File: config.mk
export PLATFORM = sky130hd
export DESIGN_NAME = pt_walk
export DESIGN_NICKNAME = d
export VERILOG_FILES = /design/src/hdl/pt_pkg.sv /design/src/hdl/pt_walk.sv
export SDC_FILE = /design/constraint.sdc
export NUM_CORES = 1
export LEC_CHECK = 0
export BUFFER_PORTS_ARGS = -buffer_cell sky130_fd_sc_hd__buf_2
export CAP_MARGIN = 20
export CORE_MARGIN = 2
export CORE_UTILIZATION = 40
export CTS_CLUSTER_SIZE = 20
export DETAILED_ROUTE_END_ITERATION = 16
export MAX_ROUTING_LAYER = met4
export PLACE_DENSITY_LB_ADDON = 0.3
export SYNTH_ARGS = -nofsm -noshare
export SYNTH_HDL_FRONTEND = slang
export SYNTH_SLANG_ARGS = --single-unit
File: constraint.sdc
create_clock -name i_clk -period 3.35 [get_ports i_clk]
set_clock_uncertainty 0.15 [all_clocks]
set_input_delay 0.335 -clock i_clk [delete_from_list [all_inputs] [get_ports i_clk]]
set_output_delay 0.335 -clock i_clk [all_outputs]
set_load 0.1 [all_outputs]
File: src/hdl/pt_pkg.sv
`timescale 1ns / 1ps
`default_nettype none

package pt_pkg;

    localparam int PAGE_OFFSET_BITS = 12;
    localparam int TABLE_LEVELS     = 4;
    localparam int NUM_FRAMES       = 256;

    localparam int ENTRY_SIZE_LOG2  = 3;
    localparam int INDEX_BITS       = PAGE_OFFSET_BITS - ENTRY_SIZE_LOG2;
    localparam int FRAME_W          = $clog2(NUM_FRAMES);
    localparam int FREE_W           = $clog2(NUM_FRAMES + 1);
    localparam int ENTRY_W          = FRAME_W + 1;
    localparam int STORE_AW         = FRAME_W + INDEX_BITS;
    localparam int STORE_DEPTH      = NUM_FRAMES * (1 << INDEX_BITS);
    localparam int LVL_W            = (TABLE_LEVELS > 1) ? $clog2(TABLE_LEVELS) : 1;
    localparam int VA_W             = 48;
    localparam int BASE_W           = 36;
    localparam int STATUS_W         = 2;

    localparam logic CMD_TRANSLATE = 1'b0;
    localparam logic CMD_ALLOCATE  = 1'b1;

    typedef enum logic [STATUS_W-1:0] {
        ST_OK       = 2'd0,
        ST_UNMAPPED = 2'd1,
        ST_NOFRAME  = 2'd2
    } t_status;

    typedef enum logic [1:0] {
        S_IDLE,
        S_READ,
        S_CHECK,
        S_FINISH
    } t_state;

    typedef struct packed {
        logic                we;
        logic [STORE_AW-1:0] addr;
        logic [ENTRY_W-1:0]  wdata;
    } t_store_req;

    // table index of one level; positions past the top of the word give zero
    function automatic logic [INDEX_BITS-1:0] level_index(
        input logic [VA_W-1:0]  va,
        input logic [LVL_W-1:0] lvl
    );
        logic [INDEX_BITS-1:0] idx;
        logic [63:0]           v;
        idx = '0;
        v   = 64'(va);
        for (int i = 0; i < TABLE_LEVELS; i++) begin
            if (lvl == LVL_W'(i)) begin
                idx = INDEX_BITS'(v >> (PAGE_OFFSET_BITS + (TABLE_LEVELS - 1 - i) * INDEX_BITS));
            end
        end
        return idx;
    endfunction

endpackage

`default_nettype wire

File: src/hdl/pt_walk.sv
`timescale 1ns / 1ps
`default_nettype none

module pt_walk (
    input  wire logic                          i_clk,
    input  wire logic                          i_rst_n,
    input  wire logic                          i_accept,
    input  wire logic                          i_command,
    input  wire logic [pt_pkg::VA_W-1:0]       i_virtual_address,
    input  wire logic [pt_pkg::BASE_W-1:0]     i_frame_base,
    input  wire logic [pt_pkg::ENTRY_W-1:0]    i_rdata,
    output pt_pkg::t_store_req                 o_req,
    output logic                               o_idle,
    output logic                               o_done,
    output logic [pt_pkg::VA_W-1:0]            o_phys_addr,
    output logic [pt_pkg::STATUS_W-1:0]        o_status
);

    pt_pkg::t_state                  r_state, n_state;
    logic                            r_cmd;
    logic [pt_pkg::VA_W-1:0]         r_va;
    logic [pt_pkg::LVL_W-1:0]        r_lvl;
    logic [pt_pkg::FRAME_W-1:0]      r_frame;
    logic [pt_pkg::FRAME_W-1:0]      r_root_frame;
    logic                            r_root_present;
    logic [pt_pkg::FREE_W-1:0]       r_next_free;
    logic [pt_pkg::STORE_AW-1:0]     r_addr;
    pt_pkg::t_status                 r_status;
    logic                            r_done;
    logic [pt_pkg::VA_W-1:0]         r_pa;

    logic                            no_free;
    logic                            entry_valid;
    logic                            last_lvl;
    logic [pt_pkg::FRAME_W-1:0]      free_frame;
    logic [pt_pkg::STORE_AW-1:0]     rd_addr;
    logic [pt_pkg::BASE_W:0]         pfn;
    logic [pt_pkg::VA_W-1:0]         formed_pa;
    logic                            do_alloc;

    assign no_free     = (r_next_free == pt_pkg::FREE_W'(pt_pkg::NUM_FRAMES));
    assign entry_valid = i_rdata[0];
    assign last_lvl    = (r_lvl == pt_pkg::LVL_W'(pt_pkg::TABLE_LEVELS - 1));
    assign free_frame  = r_next_free[pt_pkg::FRAME_W-1:0];
    assign rd_addr     = {r_frame, pt_pkg::level_index(r_va, r_lvl)};

    // address adder: frame base plus frame, then the page offset below it
    assign pfn       = {1'b0, i_frame_base} + (pt_pkg::BASE_W + 1)'(r_frame);
    assign formed_pa = pt_pkg::VA_W'({pfn, r_va[pt_pkg::PAGE_OFFSET_BITS-1:0]});

    // next state
    always_comb begin
        n_state = r_state;
        unique case (r_state)
            pt_pkg::S_IDLE: begin
                if (i_accept) begin
                    if (r_root_present) begin
                        n_state = pt_pkg::S_READ;
                    end else if (i_command == pt_pkg::CMD_ALLOCATE && !no_free) begin
                        n_state = pt_pkg::S_READ;
                    end else begin
                        n_state = pt_pkg::S_FINISH;
                    end
                end
            end
            pt_pkg::S_READ:  n_state = pt_pkg::S_CHECK;
            pt_pkg::S_CHECK: begin
                if (!entry_valid && (r_cmd == pt_pkg::CMD_TRANSLATE || no_free)) begin
                    n_state = pt_pkg::S_FINISH;
                end else if (last_lvl) begin
                    n_state = pt_pkg::S_FINISH;
                end else begin
                    n_state = pt_pkg::S_READ;
                end
            end
            pt_pkg::S_FINISH: n_state = pt_pkg::S_IDLE;
            default:  n_state = pt_pkg::S_IDLE;
        endcase
    end

    // store port and idle output
    always_comb begin
        do_alloc    = (r_state == pt_pkg::S_CHECK) && !entry_valid &&
                      (r_cmd == pt_pkg::CMD_ALLOCATE) && !no_free;
        o_req.we    = do_alloc;
        o_req.addr  = (r_state == pt_pkg::S_CHECK) ? r_addr : rd_addr;
        o_req.wdata = {free_frame, 1'b1};
        o_idle      = (r_state == pt_pkg::S_IDLE);
    end

    always_ff @(posedge i_clk) begin
        if (!i_rst_n) begin
            r_state        <= pt_pkg::S_IDLE;
            r_root_present <= 1'b0;
            r_root_frame   <= '0;
            r_next_free    <= '0;
            r_done         <= 1'b0;
        end else begin
            r_state <= n_state;
            r_done  <= (r_state == pt_pkg::S_FINISH);
            unique case (r_state)
                pt_pkg::S_IDLE: begin
                    if (i_accept) begin
                        r_cmd <= i_command;
                        r_va  <= i_virtual_address;
                        r_lvl <= '0;
                        if (r_root_present) begin
                            r_frame <= r_root_frame;
                        end else if (i_command == pt_pkg::CMD_TRANSLATE) begin
                            r_status <= pt_pkg::ST_UNMAPPED;
                        end else if (no_free) begin
                            r_status <= pt_pkg::ST_NOFRAME;
                        end else begin
                            r_root_frame   <= free_frame;
                            r_root_present <= 1'b1;
                            r_frame        <= free_frame;
                            r_next_free    <= r_next_free + 1'b1;
                        end
                    end
                end
                pt_pkg::S_READ: begin
                    r_addr <= rd_addr;
                end
                pt_pkg::S_CHECK: begin
                    r_status <= pt_pkg::ST_OK;
                    if (entry_valid) begin
                        r_frame <= i_rdata[pt_pkg::ENTRY_W-1:1];
                    end else if (r_cmd == pt_pkg::CMD_TRANSLATE) begin
                        r_status <= pt_pkg::ST_UNMAPPED;
                    end else if (no_free) begin
                        r_status <= pt_pkg::ST_NOFRAME;
                    end else begin
                        r_frame     <= free_frame;
                        r_next_free <= r_next_free + 1'b1;
                    end
                    r_lvl <= r_lvl + 1'b1;
                end
                pt_pkg::S_FINISH: begin
                    r_pa <= (r_status == pt_pkg::ST_OK) ? formed_pa : '0;
                end
                default: ;
            endcase
        end
    end

    assign o_done      = r_done;
    assign o_phys_addr = r_pa;
    assign o_status    = r_status;

endmodule

`default_nettype wire

== Yosys cells after proc, flatten, opt, wreduce, memory -nomap -nowiden ==
Index checks and enable logic that the tools add are counted.

* Register bits after elaboration: 147
* Input bits: 97
* Output and inout port bits: 79
* Logic and storage cells: 92

* Add/sub/neg operators: 3
* Equality and inequality tests: 15
* Muxes and demuxes: 38
* Bitwise operators: 3
* Reduce and logical (&&, ||, !) cells: 21

{| class="wikitable"
|+ Operators by type and width
! cell !! count
|-
| $mux 9 || 10
|-
| $mux 8 || 6
|-
| $add 36x8->36 || 1
|-
| $mux 2 || 13
|-
| $pmux 9 s2 || 1
|-
| $mux 17 || 1
|-
| $pmux 8 s2 || 1
|-
| $reduce_and 5->1 || 3
|-
| $ne 2x2->1 const B || 5
|-
| $add 9x1->9 const B || 1
|-
| $eq 9x9->1 const B || 1
|-
| $eq 2x2->1 const B || 4
|-
| $pmux 2 s2 || 2
|-
| $pmux 2 s4 || 1
|-
| $logic_not 2->1 || 3
|-
| $ne 3x2->1 const B || 2
|-
| $reduce_and 2->1 || 3
|-
| $reduce_and 3->1 || 2
|-
| $reduce_and 6->1 || 1
|-
| $logic_and 1x1->1 || 5
|-
| $eq 2x1->1 const B || 2
|-
| $mux 1 || 3
|-
| $ne 3x3->1 const B || 1
|-
| $not 1->1 || 3
|-
| other kinds (4) || 5
|}

== Longest topological paths before layout ==
* Word-level depth: 7
* Mapped depth: 9
* Depth with buffers taken out: 7

== Worst setup path before layout ==
Ideal clock, no wire load.

* Kind: register to register
* From: reg r_state[0]
* To: reg r_cmd, enable pin
* Arrival time: 4.158 ns
* Required time: 2.744 ns
* Setup slack: -1.414 ns
* Stages on the path, launching flop included: 4
* Path buffers: 0
* Cell sequence: dfxtp_1 -> nor2_1 -> nand2_1 -> nor2_1

* Cells in the longest elaborated chain, start to end: 2

{| class="wikitable"
|+ Ends and longest elaborated chain
! element !! RTL line !! source
|-
| start: declaration || pt_walk.sv:19 || <nowiki>pt_pkg::t_state r_state, n_state;</nowiki>
|-
| start signal: assignment || pt_walk.sv:93 || <nowiki>r_state <= pt_pkg::S_IDLE;</nowiki>
|-
| start signal: assignment || pt_walk.sv:99 || <nowiki>r_state <= n_state;</nowiki>
|-
| $logic_not 2->1 || - ||
|-
| net o_idle || pt_walk.sv:13 || <nowiki>output logic o_idle,</nowiki>
|-
| $reduce_and 3->1 (no source line) || - ||
|-
| end signal: assignment || pt_walk.sv:104 || <nowiki>r_cmd <= i_command;</nowiki>
|-
| end: declaration || pt_walk.sv:20 || <nowiki>logic r_cmd;</nowiki>
|}

The timed path passes the listed nets, and every way through them passes these cells.
A chain may end at the register's enable or synchronous reset.

==> metrics.yaml <==
sta:
  setup_viol: 0
  hold_violations: 0
  worst_pin_slew_ns: 0.788
  grt_setup_unrepaired: "false"
  maxSlewHeadroom: 0.475
  totalNegativeSetupSlack_ns: 0
  fmax_mhz: 316
  finalCriticalPeriod_ns: 3.17
  drv_slew: 0
  finalCritPeriodShare: 0.946
min_path:
  hp-class: "input pin to flop"
  min_path_cells: 1
logic_synthesis:
  syn_inst: 603
  yosys_most_used_dff: "edfxtp_1"
  synth_area_um2: 7270
  synth-seq-cells: 147
  synth_edf_count: 126
  syn_avg_cell_area_um2: 12.1
  syn_nets: 715
  synthTopCellsByArea: "edfxtp_1, dfxtp_1, mux2i_1"
  yosys_warnings: 0
  async_reset_ff_frac: 0
  synth_top_area_frac: 0.521
  yosysTopAreaCell: "edfxtp_1"
  synth_cell_types: 62
  ys_seq_area_frac: 0.579
clocking:
  path_clk_slew_ns: 0.07
  cts_tree: "yes"
  htree_num_levels: 4
  clk_path_buf_depth: 2
  cts_buffers: 17
  clockRootBuffer: "clkbuf_16"
  cts_num_sinks: 147
  insertion_delay_ns: 0.43
pwr:
  power_w: 0.00498
  ir_drop_mv: 0.364
  p_leak_nw: 3.56
  power_density_nw_per_um2: 529
die:
  die_area_um2: 19300
  row_count: 49
  die_w_um: 139
  initial_core_util: 0.406
  num_io_pins: 176
  core-area_um2: 17900
  die_h_um: 139
worst_setup_path:
  crit_path_end_kind: "primary output"
  start_kind: "flop"
  worstRegToRegCells: 7
  cp.required_ns: 2.86
  critPathMaxFanout: 11
  path_class: "flop to primary output"
  cp.arrival_ns: 2.68
global_route:
  grt_pass1_wl_um: 29500
  antenna_found_initial: 1
  grt_max_degree: 49
  grt_pass1_vias: 5722
  grt-ovfl-total: 0
  grtUsageTotal: 0.198
drt:
  viasPerCell: 5.32
  first_pass_iters: 5
  vias: 5615
  routed_wl_um: 18100
  drc: 0
  wl_per_cell_um: 17.1
  drtAntennaViolNets: 0
  drt_iter0_drc: 461
final_layout:
  final_common_cell: "buf_2"
  multi_input_area_um2: 2780
  utilization: 0.526
  mostFrequentLayoutCells: "buf_2, edfxtp_1, nand2_1, dlygate4sd3_1, nor2_1"
  fin_nets: 924
  seq_area_um2: 4200
  layout-area-overhead-vs-synth_pct: 29.5
  nFillCells: 1565
  drive_gt1_frac: 0.325
run:
  cap_viol_max_count: 0
placed_design:
  dpl.hpwl_um: 12500
  place_congestion: 0.894
  portBuffers: 174
status:
  outcome: "finished, final reports clean"
==> flip-flops by register name, indices dropped and copies added, names as in the netlist <==
| signal | count |
|---|---|
| r_frame | 8 |
| r_cmd | 1 |
| r_va | 48 |
| r_addr | 17 |
| o_status | 2 |
| r_lvl | 2 |
| r_next_free | 9 |
| o_done | 1 |
| o_phys_addr | 48 |
| r_root_frame | 8 |
| r_state | 2 |
| r_root_present | 1 |
==> final timing paths <==
path / slack, ns / startpoint / endpoint
worst min-delay path: 0.04 / i_command / r_cmd
worst min register to register: 0.34 / r_root_frame[0] / r_root_frame[0]
worst max register to register: 0.57 / r_frame[0] / o_phys_addr[46]
worst max-delay path: 0.18 / r_lvl[0] / o_req[11]
==> report_power, final <==
group / switching, W / leakage, nW / internal, W
Combinational: 0.000652 / 1.93 / 0.000273
Clock: 0.000909 / 0.301 / 0.00102
Sequential: 0.0000480 / 1.33 / 0.00207
==> cells in the mapped netlist, drive strengths merged (2+ instances only) <==
library cell    n
and2           18
o31ai           8
nand2b          3
or3            19
mux2i          25
o41ai           2
edfxtp        126
nor3            9
nor2b           6
ha             14
nor2           46
a21boi          2
nor4            3
buf            26
a221oi          9
mux2           18
o21ai          21
dfxtp          21
a211oi         16
nand4          12
nand4b          2
nand3          10
inv            18
o21a           11
a31oi           2
xnor2           8
clkbuf         17
nor3b           2
o211ai          5
a2111oi         3
a21o            6
xor2            6
nor4b           2
a21oi          37
nand2          48
and3            8
==> per-stage QoR <==
| step | cells | worst slack (ns) | hold WS (ns) | instance area (um^2) |
|---|---|---|---|---|
| 3_3_place_gp | 974 | 0.578 | 0.313 | 8280 |
| 6_report | 1055 | 0.182 | 0.0444 | 9410 |
| 3_5_place_dp | 974 | 0.451 | 0.327 | 8280 |
| 5_1_grt | 1055 | 0.000760 | 0.0245 | 9410 |
| 2_1_floorplan | 603 | 0.480 | 0.284 | 7280 |
| 4_1_cts | 1054 | 0.127 | 0.0155 | 9390 |
==> cell type report <==
| type | count | share of cell area |
|---|---|---|
| inverter | 18 | 0.00718 |
| sequential | 147 | 0.447 |
| clock inverter | 15 | 0.0211 |
| tap | 229 | 0.0304 |
| antenna | 1 | 0.000266 |
| timing repair buffer | 233 | 0.154 |
| clock buffer | 17 | 0.0452 |
| multi-input combinational | 395 | 0.295 |
==> kinds of logic after synthesis <==
kind of cell | synth area share
AO/OA/AOI/OAI | 0.128
XOR/XNOR | 0.0169
adder cells (fa/ha/maj) | 0.0269
buffers and inverters | 0.0429
flip-flops | 0.579
multiplexers | 0.0623
other | 0.000516
AND/OR/NAND/NOR | 0.144
==> critical path, cell delays in order, from the launching register on <==
cell and delay, ns:
edfxtp_1 0.44, ha_1 0.37, nor2b_2 0.34, a221oi_1 0.14
o31ai_1 0.31, mux2_2 0.23, buf_2 0.42
==> what timing repair did <==
action | in CTS | in global routing
setup buffers | 0 | 0
gates resized for setup | 1 | 6
endpoints found under the setup margin | 4 | 5
endpoints found under the hold margin | 48 | 0
hold buffers | 48 | 0
==> layer usage <==
layer  track usage  vias to the layer above  wire (um)
li1              -                     2677          -
met3        0.0549                       27       1140
met1         0.250                     2682       7810
met2         0.309                      229       8850
met5             -                        -          0
met4        0.0654                        0        255
Power figures use the tool's default switching activity.
